**src/hw/rtl/pfs_pkg.sv**
```systemverilog
// Shared types, sizes and dominance compare for the Pareto front sorter.
package pfs_pkg;

  localparam int MaxItems = 64;
  localparam int MaxObj   = 4;
  localparam int IdxW     = 6;
  localparam int CntW     = 7;
  localparam int ObjW     = 32;

  localparam logic [1:0] CFG_STOP_COUNT = 2'd0;
  localparam logic [1:0] CFG_NUM_OBJ    = 2'd1;
  localparam logic [1:0] CFG_MAX_MASK   = 2'd2;

  typedef logic [MaxObj-1:0][ObjW-1:0] obj_row_t;

  // Objective memory write from the loader.
  typedef struct packed {
    logic            we;
    logic [IdxW-1:0] addr;
    obj_row_t        row;
  } pfs_wr_t;

  // Settings as seen by the sort engine (objective count already clamped).
  typedef struct packed {
    logic [CntW-1:0] stop_count;
    logic [2:0]      num_obj;
    logic [MaxObj-1:0] max_mask;
  } pfs_cfg_t;

  // Returns {x beats y, y beats x}.
  function automatic logic [1:0] dominance(obj_row_t x, obj_row_t y, logic [2:0] n,
                                           logic [MaxObj-1:0] mask);
    logic any_win;
    logic any_lose;
    logic lt;
    logic gt;
    any_win  = 1'b0;
    any_lose = 1'b0;
    for (int k = 0; k < MaxObj; k++) begin
      lt = $signed(x[k]) < $signed(y[k]);
      gt = $signed(x[k]) > $signed(y[k]);
      if (3'(k) < n) begin
        if (mask[k]) begin
          any_win  = any_win | gt;
          any_lose = any_lose | lt;
        end else begin
          any_win  = any_win | lt;
          any_lose = any_lose | gt;
        end
      end
    end
    return {any_win & ~any_lose, any_lose & ~any_win};
  endfunction

endpackage

```
**src/hw/rtl/pfs_job_fifo.sv**
```systemverilog
// Two-entry queue of sort jobs (population sizes) between loader and sort engine.
module pfs_job_fifo (
  input  logic                     clk,
  input  logic                     rst,
  input  logic                     push,
  input  logic [pfs_pkg::CntW-1:0] push_data,
  input  logic                     pop,
  output logic [pfs_pkg::CntW-1:0] head,
  output logic                     empty
);

  logic [pfs_pkg::CntW-1:0] slot [2];
  logic                     rd_ptr;
  logic                     wr_ptr;
  logic [1:0]               fill;
  logic                     do_push;
  logic                     do_pop;

  assign empty   = fill == 2'd0;
  assign head    = slot[rd_ptr];
  assign do_push = push & (fill != 2'd2);
  assign do_pop  = pop & ~empty;

  always_ff @(posedge clk) begin
    if (do_push) slot[wr_ptr] <= push_data;
  end

  always_ff @(posedge clk) begin
    if (rst) begin
      rd_ptr <= 1'b0;
      wr_ptr <= 1'b0;
      fill   <= 2'd0;
    end else begin
      if (do_push) wr_ptr <= ~wr_ptr;
      if (do_pop)  rd_ptr <= ~rd_ptr;
      fill <= fill + {1'b0, do_push} - {1'b0, do_pop};
    end
  end

endmodule

```
**config.mk**
```make
export PLATFORM = sky130hd
export DESIGN_NAME = pfs_job_fifo
export DESIGN_NICKNAME = d
export VERILOG_FILES = /design/src/hw/rtl/pfs_pkg.sv /design/src/hw/rtl/pfs_job_fifo.sv
export SDC_FILE = /design/constraint.sdc
export NUM_CORES = 1
export LEC_CHECK = 0
export ABC_AREA = 0
export BUFFER_PORTS_ARGS = -buffer_cell sky130_fd_sc_hd__buf_2
export CORE_UTILIZATION = 46
export CTS_CLUSTER_DIAMETER = 200
export DETAILED_ROUTE_END_ITERATION = 8
export PLACE_DENSITY = 0.71
export SYNTH_ARGS = -nofsm -noshare
export SYNTH_HDL_FRONTEND = slang
export SYNTH_SLANG_ARGS = --single-unit
```
**constraint.sdc**
```tcl
create_clock -name clk -period 4.8 [get_ports clk]
set_clock_uncertainty 0.15 [all_clocks]
set_input_delay 0.96 -clock clk [delete_from_list [all_inputs] [get_ports clk]]
set_output_delay 0.96 -clock clk [all_outputs]
set_load 0.005 [all_outputs]
```
==> flow_metrics.env <==
export IMPL_postCtsHoldBufs=0
export IMPL_crit_required_ns=3.69
export IMPL_final_area_um2=875
export IMPL_track_usage_pct=12.2
export IMPL_placed_cell_area_um2=848
export IMPL_cts_buffers_inserted=3
export IMPL_total_power_mw=0.421
export IMPL_synth_cell_type_count=14
export IMPL_fmax_ghz=0.416
export IMPL_vias=397
export IMPL_hold_violations=0
export IMPL_switching_power_mw=0.113
export IMPL_ys_seq_area_share_pct=70.0
export IMPL_r2r_cells=8
export IMPL_synth_warnings=0
export IMPL_postCtsResizedCells=0
export IMPL_drtAntennaViolNets=0
export IMPL_p_comb_share_pct=27.3
export IMPL_maxCapViolCount=0
export IMPL_critical_path_top_delay_family="flip-flops"
export IMPL_synthCells=47
export IMPL_hold_class="flop to flop"
export IMPL_setup_viol_count_final=0
export IMPL_die_w_um=42.2
export IMPL_place_ws_ns=2.51
export IMPL_layout_commonest_cell="buf_2"
export IMPL_cts_root_buf="clkbuf_4"
export IMPL_rsz0062_at_grt="false"
export IMPL_grt_pass1_vias=380
export IMPL_whs_path_depth=2
export IMPL_dp_cells=80
export IMPL_min_period_ns=2.40
export IMPL_crit_arrival_ns=1.29
export IMPL_slowest_stage="dfxtp_1"
export IMPL_p_clk_share_pct=17.6
export IMPL_antennaDiodeCount=0
export IMPL_rows=14
export IMPL_critPathBufInv=1
export IMPL_worst_pin_slew_ns=0.621
export IMPL_clk_latency_ns=0.28
export IMPL_core_area_um2=1510
export IMPL_whs_ns=0.370
export IMPL_syn2layout_area_growth_pct=17.7
export IMPL_crit_path_end_kind="output pin"
export IMPL_cp_slowest_stage_delay_ns=0.52
export IMPL_initial_core_util_pct=49.3
export IMPL_power_density_nw_per_um2=482
export IMPL_period_share_pct=50.0
export IMPL_p_seq_share_pct=55.0
export IMPL_clk_pin_slew_ns=0.09
export IMPL_fin_nets=82
export IMPL_synth_nets=60
export IMPL_criticalPathCategory="flop to output pin"
export IMPL_worst_slack_ns=2.40
export IMPL_swShare_pct=26.9
export IMPL_final_cell_mix="buf_2 (18), edfxtp_1 (14), nor2_1 (8)"
export IMPL_relSlewSlack_pct=58.5
export IMPL_power_internal_mw=0.308
export IMPL_grt_pass1_wl_um=1590
export IMPL_die_h_um=42.2
export IMPL_via_per_inst=4.73
export IMPL_power_leakage_nw=0.353
export IMPL_peakVddDrop_v=0.000236
export IMPL_drive_gt1_share_pct=47.1
export IMPL_die_area_um2=1780
export IMPL_worstSetupStartpointType="flop"
export IMPL_post_cts_setup_buffers=0
export IMPL_crit_fanout=7
export IMPL_wirelength_um=920
export IMPL_synth_seq_cells=19
export IMPL_portBuffers=18
export IMPL_io_pins=19
export IMPL_synth_area_um2=743
export IMPL_utilization_pct=58.1
export IMPL_cts_sinks=19
export IMPL_outcome="finished clean"
export IMPL_antenna_found_initial=0
export IMPL_syn_avg_cell_area_um2=15.8
export IMPL_cp_depth=2
export IMPL_finalMaxSlewViolations=0
export IMPL_gp_congestion=0.724
export IMPL_grt_overflow=0
export IMPL_drt_iter0_markers=4
export IMPL_wl_per_cell_um=11.0
export IMPL_grt_max_degree=11
export IMPL_drc=0
export IMPL_cts_tree="done"
export IMPL_layout_cells_non_filler=84
export IMPL_setup_tns_ns=0
export IMPL_clk_path_buf_depth=2
export IMPL_path_cells="mux2_2, buf_2"
export IMPL_hpwl_um=696
export IMPL_drtPass1Iterations=4
export IMPL_htree_num_levels=1
layer usage:
layer  part of all wire [%]  vias up  GRT usage [%]
met5                      0        -              0
met4                      0        0           7.50
met3                    4.7        0           2.16
met2                     51        9           18.5
met1                     45      180           16.3
li1                       -      208              -
power groups by stage:
stage | registers, mW | logic [mW] | clock network (mW)
final | 0.232 | 0.115 | 0.0742
after global routing | 0.236 | 0.133 | 0.0832
after CTS | 0.233 | 0.118 | 0.0763
after detailed placement | 0.236 | 0.118 | 0
after global placement | 0.236 | 0.115 | 0
after floorplan | 0.226 | 0.0902 | 0
cells by family after synthesis:
logic type,share of synthesized area [%]
adders and majority gates,3.37
AOI/OAI and AO/OA,3.37
muxes,12.6
xor gates and xnor gates,3.54
DFF,70.0
and+or+nand+nor,4.88
buffers and inverters,2.19
worst register-to-register path, stage by stage (launching register included):
cell and delay (ns):
dfxtp_1 0.41, inv_2 0.06, o21ai_4 0.20, ha_1 0.26, inv_1 0.05, ha_1 0.14
xor2_1 0.17, xnor2_1 0.13, nor2_1 0.05
synth_stat cells:
library cell | number | area (um2)
buf_2 | 1 | 5.00
nor2_1 | 8 | 30.0
xnor2_1 | 2 | 17.5
inv_2 | 1 | 3.75
o21ai_4 | 1 | 16.3
nor2b_1 | 1 | 6.26
mux2_4 | 1 | 15.0
o21a_2 | 1 | 8.76
ha_1 | 2 | 25.0
mux2_2 | 7 | 78.8
xor2_1 | 1 | 8.76
dfxtp_1 | 5 | 100
inv_1 | 2 | 7.51
edfxtp_1 | 14 | 420
flip-flops by register name, indices dropped and copies added (netlist names), named ones only:
register and cells:
fill 2, wr_ptr 1, rd_ptr 1, slot 14
final cells by class:
class | count | area [um2]
Timing Repair Buffer | 18 | 90.1
Sequential cell | 19 | 520
Fill cell | 117 | 632
Tap cell | 16 | 20.0
Multi-Input combinational cell | 24 | 206
Inverter | 3 | 11.3
Clock buffer | 4 | 26.3
final timing paths:
path	startpoint	to	slack [ns]
setup / recovery	flop	head[6]	2.40
hold / removal	rd_ptr$_SDFFE_PP0P_	rd_ptr$_SDFFE_PP0P_	0.37
hold reg to reg	rd_ptr$_SDFFE_PP0P_	rd_ptr$_SDFFE_PP0P_	0.37
setup reg to reg	fill[1]$_SDFF_PP0_	fill[1]$_SDFF_PP0_	3.09
Power figures use the tool's default switching activity.
