==> config.mk <==
export PLATFORM = sky130hd
export DESIGN_NAME = pfs_loader
export DESIGN_NICKNAME = d
export VERILOG_FILES = /design/src/hw/rtl/pfs_pkg.sv /design/src/hw/rtl/pfs_loader.sv
export SDC_FILE = /design/constraint.sdc
export NUM_CORES = 1
export LEC_CHECK = 0
export ABC_CLOCK_PERIOD_IN_PS = 2400
export BUFFER_PORTS_ARGS = -buffer_cell sky130_fd_sc_hd__clkbuf_2
export CAP_MARGIN = 20
export CORE_AREA = 2 2 109 111
export DETAILED_ROUTE_END_ITERATION = 6
export DIE_AREA = 0 0 111 113
export GPL_TIMING_DRIVEN = 1
export PLACE_DENSITY = 0.55
export SLEW_MARGIN = 20
export SYNTH_ARGS = -nofsm -noshare
export SYNTH_HDL_FRONTEND = slang
export SYNTH_SLANG_ARGS = --single-unit
==> constraint.sdc <==
create_clock -name clk -period 2.4 [get_ports clk]
set_clock_uncertainty 0.15 [all_clocks]
set_input_delay 0.48 -clock clk [delete_from_list [all_inputs] [get_ports clk]]
set_output_delay 0.48 -clock clk [all_outputs]
set_load 0.02 [all_outputs]
==> src/hw/rtl/pfs_pkg.sv <==
// Shared types, sizes and dominance compare for the Pareto front sorter.
package pfs_pkg;

  localparam int MaxItems = 64;
  localparam int MaxObj   = 4;
  localparam int IdxW     = 6;
  localparam int CntW     = 7;
  localparam int ObjW     = 32;

  localparam logic [1:0] CFG_STOP_COUNT = 2'd0;
  localparam logic [1:0] CFG_NUM_OBJ    = 2'd1;
  localparam logic [1:0] CFG_MAX_MASK   = 2'd2;

  typedef logic [MaxObj-1:0][ObjW-1:0] obj_row_t;

  // Objective memory write from the loader.
  typedef struct packed {
    logic            we;
    logic [IdxW-1:0] addr;
    obj_row_t        row;
  } pfs_wr_t;

  // Settings as seen by the sort engine (objective count already clamped).
  typedef struct packed {
    logic [CntW-1:0] stop_count;
    logic [2:0]      num_obj;
    logic [MaxObj-1:0] max_mask;
  } pfs_cfg_t;

  // Returns {x beats y, y beats x}.
  function automatic logic [1:0] dominance(obj_row_t x, obj_row_t y, logic [2:0] n,
                                           logic [MaxObj-1:0] mask);
    logic any_win;
    logic any_lose;
    logic lt;
    logic gt;
    any_win  = 1'b0;
    any_lose = 1'b0;
    for (int k = 0; k < MaxObj; k++) begin
      lt = $signed(x[k]) < $signed(y[k]);
      gt = $signed(x[k]) > $signed(y[k]);
      if (3'(k) < n) begin
        if (mask[k]) begin
          any_win  = any_win | gt;
          any_lose = any_lose | lt;
        end else begin
          any_win  = any_win | lt;
          any_lose = any_lose | gt;
        end
      end
    end
    return {any_win & ~any_lose, any_lose & ~any_win};
  endfunction

endpackage

==> src/hw/rtl/pfs_loader.sv <==
// Front part: takes items, writes the objective memory, queues a sort job on the last item.
module pfs_loader (
  input  logic                     clk,
  input  logic                     rst,
  input  logic                     in_valid,
  output logic                     in_stall,
  input  logic [31:0]              obj_a,
  input  logic [31:0]              obj_b,
  input  logic [31:0]              obj_c,
  input  logic [31:0]              obj_d,
  input  logic                     final_item,
  input  logic                     sort_pending,
  output pfs_pkg::pfs_wr_t         wr,
  output logic                     job_push,
  output logic [pfs_pkg::CntW-1:0] job_count
);

  logic [pfs_pkg::CntW-1:0] count;
  logic                     room;
  logic                     accept;

  assign in_stall = sort_pending;
  assign accept   = in_valid & ~in_stall;
  assign room     = count < pfs_pkg::CntW'(pfs_pkg::MaxItems);

  assign wr.we   = accept & room;
  assign wr.addr = count[pfs_pkg::IdxW-1:0];
  assign wr.row  = {obj_d, obj_c, obj_b, obj_a};

  assign job_push  = accept & final_item;
  assign job_count = room ? count + 1'b1 : count;

  always_ff @(posedge clk) begin
    if (rst) begin
      count <= '0;
    end else if (accept) begin
      if (final_item) count <= '0;
      else if (room)  count <= count + 1'b1;
    end
  end

endmodule

==> key figures, run 1 <==
Logic synthesis
  – Post-synth EDFFs: 0
  – YS warnings: 0
  – Mean Syn Cell Area: between 7 and 8 um^2
  – Synth Area in Compound Gates: ~4.5%
  – Cell variety after synth: 26
  – Post-synth top cells: buf_4, nor2_1, dfxtp_1, a22oi_1, xnor2_1
  – Seq/Total Area, Yosys: 9.756%
  – Post-Syn Instances: 184
  – Synth Register Bits: 7
  – XOR/XNOR Fraction of Synth Area: between 3 and 4%
  – Synth area leaders: buf_4, dfxtp_1, xnor2_1, a22oi_1, nor2_1
  – Post-Syn Area: about 1400 um^2
  – Largest family of logic cells by synthesized area: buffers and inverters
  – Top-count cell post-synth: buf_4
  – Area leader, netlist: buf_4
  – Post-synthesis mux area share: 0.7840%
  – Asr flop ratio synth: 0%
  – Syn Nets: between 300 and 400
  – Share of the synthesized area in the top cell type: a little over two thirds
  – Area share of fa/ha/maj cells after synthesis: 0.8711%
  – Post-synth top flop: dfxtp_1
  – Simple-gate share of the synthesized area: 8.362%

CTS
  – Post-CTS Setup Inserts: 0
  – Worst-path clk slew: 30 ps
  – Root Buffer Master: clkbuf_16
  – CTS Buf Count: 3
  – Htree depth: 1
  – Clk_lat worst skew: around 230 ps
  – Clk sinks: 7
  – Cts repair resizes: 0
  – Hold buffers post-CTS: 0
  – CTS tree: yes
  – CTS Buffer Depth: 2

Die
  – Die W: between 100 and 150 um
  – Die H: 113 um
  – Core area: 11270 um^2
  – Boundary Pins: around 280
  – Row count: 39
  – Initial core utilization: between 10% and 20%
  – Die area: 12540 um^2

Layout
  – Final-layout fill cell count: approximately 1300
  – NumNets Final: a little over 200
  – Max reg flops: 7
  – Synth-to-Final Area Change: -47.47%
  – Final core utilization: 6.693%
  – Top reg by flops: count
  – Largest registers: count: 7 flops
  – Diodes inserted: 0
  – Layout cell share with drive strength beyond 1: ~37%

Global route
  – Total gr overflow: 0
  – Vias in the first global route: between 500 and 600
  – Largest net degree at the start of global routing: 11
  – Antenna violations before repair: 0
  – Total track usage: between 5 and 6%
  – First-pass GRT wire length: 4.581 mm

STA
  – Setup TNS: 0 ps
  – Minimum clock period: roughly 2100 ps
  – Fmax: between 400 and 500 MHz
  – Slew Viols, Final: 0
  – RSZ-0062 raised after global routing: no
  – Max-slew headroom: about 74%
  – Final Hold Viols: 0
  – Setup violations, final: 0
  – Fin crit share: slightly below 90%
  – Actual slew at the worst max-slew pin: a little under 400 ps

Critical path
  – Startpoint types: flop
  – CP max-delay cell: dfxtp_1
  – Worst Setup SP: count[2]
  – Critical path data arrival time: 1450 ps
  – Worst-path cell chain: and4b_1 > nand2_4 > xnor2_1 > clkbuf_2
  – WP buf/inv: 1
  – RR Startpoint: count[2]
  – Cell family with most CP delay: simple AND/OR/NAND/NOR gates
  – Worst path max stage delay: around 440 ps
  – Required @ worst endpoint: ~1800 ps
  – Critical path peak fanout: 6
  – Crit Path Category: reg2out
  – Crit path capture type: primary output

Routing
  – Initial DRT Pass Iterations: 4
  – DRT iter0 DRCs: 50
  – M1 wire length: approximately 620 um
  – Detailed Route WL: 3.505 mm
  – WL per Instance: around 16 um
  – Top Layer Used: met4
  – # DRC: 0
  – Vias: approximately 560
  – DR vias/cell: between 2 and 3
  – Met3 WL: around 950 um
  – Met2 WL: around 1.7 mm
  – ANT nets after route: 0

Power
  – Final Total Pwr: approximately 430 uW
  – Cell Pwr Density: approximately 570 nW/um^2
  – Lkg Pwr: roughly 0.00030 uW
  – Peak ir drop on the vdd network: around 0.3 mV

Hold path
  – Worst Hold Class: reg2reg
  – HP Start: count[4]

Placed design
  – Port bufs: 20
  – GP Congestion: between 0.7 and 0.8
  – HPWL after DPL: 3.134 mm

Status
  – Status: finished clean

Flow run
  – Max Cap Violations: 0
layer usage:
metal / vias up / track usage, %
met3: 32 / 6.320
met2: 82 / 8.548
met5: - / 0
met4: 0 / 4.083
li1: 213 / -
met1: 231 / 2.498
through the flow:
step	instances	worst slack [ps]	cell area, um^2	hold slack [ps]
finish	213	321.2	754.5	357.5
global route	213	205.3	754.5	383.9
CTS	213	299.9	754.5	362.7
detailed placement	209	507.7	675.6	356.4
global placement	209	528.7	675.6	342.8
floorplan	184	587.6	1436	314.1
layout make-up:
class | instances | area [um^2] | area share [%]
repair buffers | 20 | 100.1 | 13.27
well taps | 143 | 178.9 | 23.71
multi-input cells | 38 | 252.7 | 33.50
inverters | 1 | 3.754 | 0.4975
clock buffers | 4 | 78.83 | 10.45
flip-flops and latches | 7 | 140.1 | 18.57
power by group:
part	internal [uW]	leakage, uW	switching, uW
clock network	221	0.0000382	58.7
logic	9.97	0.000204	20.6
registers	118	0.0000565	1.45
total	349	0.000299	80.8
layout by cell type (no fill, tap or decap):
cell,count
nand2_1,1
xor2_1,1
nand4b_1,1
and2_4,1
nor2b_1,1
nand2_4,1
mux2_2,1
inv_1,1
a21oi_1,3
and2_1,1
nand2b_1,2
ha_1,1
nor3_1,2
a41o_1,1
and4b_1,1
dfxtp_1,7
clkbuf_16,3
o21ai_1,1
xnor2_1,4
nand3_1,1
clkbuf_2,20
nor2_1,8
or4_1,1
clkbuf_1,1
a22oi_1,4
o21ai_0,1
worst reg2reg max path, delay by kind of cell, from the launching register on:
kind / cells / cell delay [ps]
flops: 1 / 440
simple gates: 3 / 940
compound gates: 1 / 140
final timing paths:
check	cells after the start	slack, ps	to
setup / recovery	4	320	job_count[5]
hold / removal	2	360	count[4]
setup reg to reg	4	660	count[5]
hold reg to reg	2	360	count[4]
cells by family (layout without fill, tap and decap cells):
logic type	count (synthesis)	count (layout)
AOI/OAI and AO/OA	10	10
xor gates and xnor gates	5	5
adders and majority gates	1	1
buffers and inverters	139	25
DFF	7	7
muxes	1	1
and+or+nand+nor	21	21
Note: power is estimated with default switching activity, not from simulation.
==> run 2, diff against run 1 <==
CELL_PAD_IN_SITES_DETAIL_PLACEMENT = 2   (was default)
CELL_PAD_IN_SITES_GLOBAL_PLACEMENT = 2   (was default)
CORE_AREA = default   (was 2 2 109 111)
CORE_ASPECT_RATIO = 0.5   (was default)
CORE_MARGIN = 1.5   (was default)
CORE_UTILIZATION = 10   (was default)
DIE_AREA = default   (was 0 0 111 113)
PLACE_DENSITY = 0.91   (was 0.55)
==> run 2 against run 1 <==
Compared with the run above:
- critical path depth stayed put
- final cell count grew 23%
- clock power is 5% higher
- register-to-register slack about the same
- cell area increased by 8.3%
- worst setup slack got worse by 88 ps
- non-clock buffer count unchanged
- global-route usage fell by 1.5 points
- largest cell class unchanged
- highest routed layer unchanged
==> key figures, run 2 (synthesized netlist as in run 1, its figures left out) <==
Status
  – Status: finished clean

Critical path
  – CP max-delay cell: dfxtp_1
  – Critical path data arrival time: 1540 ps (+90 ps)
  – Startpoint types: flop
  – Cell family with most CP delay: flip-flops
  – WP buf/inv: 1 (unchanged)
  – Crit path capture type: primary output
  – Crit Path Category: reg2out
  – Setup slack, reg-to-reg: 660 ps (about the same)
  – Critical path peak fanout: 5 (-1)
  – Worst-path cell chain: ha_1 > nand4b_1 > xnor2_1 > clkbuf_2
  – Required @ worst endpoint: 1770 ps (about the same)
  – Worst path max stage delay: 400 ps (-40 ps)

Global route
  – First-pass GRT wire length: 3.850 mm (-16%)
  – Met1 Use GR: 2.137% (-0.36 points)
  – Met3 Use GR: 2.937% (-3.4 points)
  – Total track usage: 3.592% (-1.5 points)
  – Antenna violations before repair: 0 (unchanged)
  – Largest net degree at the start of global routing: 11 (unchanged)
  – Vias in the first global route: 660 (+14%)
  – Total gr overflow: 0 (unchanged)
  – M2 GR Usage: 5.975% (-2.6 points)
  – Busiest grt layer: met2

Routing
  – Detailed Route WL: 2.733 mm (-22%)
  – WL per Instance: 10.43 um (-37%)
  – # DRC: 0 (unchanged)
  – Vias: 592 (+6.1%)
  – ANT nets after route: 0 (unchanged)
  – DR vias/cell: 2.260 (-14%)
  – Initial DRT Pass Iterations: 2 (-2)
  – DRT iter0 DRCs: 24 (-52%)

STA
  – Final Hold Viols: 0 (unchanged)
  – Fmax: 461.6 MHz (-4.0%)
  – Final setup margin: 233.5 ps (-87.68 ps)
  – Fin crit share: 90.27% (+3.7 points)
  – Minimum clock period: 2166 ps (+87.68 ps)
  – Actual slew at the worst max-slew pin: 387.0 ps (-2.470 ps)
  – Setup violations, final: 0 (unchanged)
  – Setup TNS: 0 ps (unchanged)
  – Slew Viols, Final: 0 (unchanged)
  – RSZ-0062 raised after global routing: no
  – Max-slew headroom: 74.20% (+0.16 points)

Layout
  – Final-layout fill cell count: 1650 (+26%)
  – Most common cell after layout, fill and taps aside: clkbuf_2
  – NumNets Final: 205 (unchanged)
  – Layout cell share with drive strength beyond 1: 38.57% (+1.4 points)
  – Largest registers: count: 7 flops
  – Most frequent cells in the layout: clkbuf_2, nor2_1, dfxtp_1, xnor2_1, a22oi_1
  – Max reg flops: 7 (unchanged)
  – Diodes inserted: 0 (unchanged)
  – Area of the multi-input gates: 252.7 um^2 (unchanged)
  – Final instance area: 817.0 um^2 (+8.3%)
  – Top reg by flops: count
  – Register Area: 140.1 um^2 (unchanged)
  – Synth-to-Final Area Change: -43.12%
  – Final core utilization: 5.931% (-0.76 points)

Die
  – Initial core utilization: 10.43% (-2.3 points)
  – Die area: 15140 um^2 (+21%)
  – Die H: 87.75 um (-22%)
  – Core area: 13780 um^2 (+22%)
  – Row count: 30 (-23%)
  – Die W: 172.5 um (+55%)
  – Boundary Pins: 277 (unchanged)

Power
  – Cell Pwr Density: 542.1 nW/um^2 (-4.7%)
  – Final Total Pwr: 442.9 uW (+3.2%)
  – Peak ir drop on the vdd network: 0.1485 mV (-51%)
  – Lkg Pwr: 0.0003013 uW (+0.91%)

Placed design
  – GP Congestion: 0.7274 (-7.2%)
  – HPWL after DPL: 2.144 mm (-32%)
  – Port bufs: 20 (unchanged)
  – Setup WS pre-CTS: 435.5 ps (-72.20 ps)
  – Area after DPL: 737.0 um^2 (+9.1%)

CTS
  – Clk_lat worst skew: 240 ps (about the same)
  – Root Buffer Master: clkbuf_16
  – Htree depth: 1 (unchanged)
  – Clk sinks: 7 (unchanged)
  – CTS tree: yes
  – CTS Buffer Depth: 2 (unchanged)
  – Hold buffers post-CTS: 0 (unchanged)
  – Worst-path clk slew: 40 ps (about the same)
  – Post-CTS Setup Inserts: 0 (unchanged)
  – Cts repair resizes: 0 (unchanged)
  – CTS Buf Count: 3 (unchanged)

Hold path
  – Worst Hold Class: reg2reg

Flow run
  – Max Cap Violations: 0 (unchanged)
run 2: metal layers:
metal / routed length (um) / part of all wire [%] / vias to the layer above
met5: 0 / 0 / -
met4: 223 / 8.2 / 0
met3: 455 / 17 / 27
met2: 1346 / 49 / 70
met1: 708 / 26 / 279
li1: - / - / 216
run 2: path summary, 6_finish.rpt:
path         depth (start not counted)           end     start
max                                  4  job_count[4]  count[0]
min                                  2      count[4]  count[4]
max reg2reg                          4      count[5]  count[2]
min reg2reg                          2      count[4]  count[4]
run 2: layout make-up:
cell class / count / share of cell area [%]
Multi-Input combinational cell: 38 / 30.93
Tap cell: 192 / 29.40
Sequential cell: 7 / 17.15
Timing Repair Buffer: 20 / 12.25
Clock buffer: 3 / 9.188
Clock inverter: 1 / 0.6126
Inverter: 1 / 0.4594
run 2: tightest hold or removal path, stage by stage (launching register included):
cell and delay, ps:
dfxtp_1 340, nand2_1 70, a21oi_1 50
run 2: power by group:
part           internal (uW)  switching, uW
logic                   10.0           21.1
clock network            219           73.3
registers                118           1.32
total                    347           95.6
run 2: metrics by stage:
step	hold WS, ps	instances
after global routing	407.0	262
after global placement	347.8	258
after floorplan	314.1	184
after detailed placement	356.2	258
after CTS	376.4	262
final	372.4	262
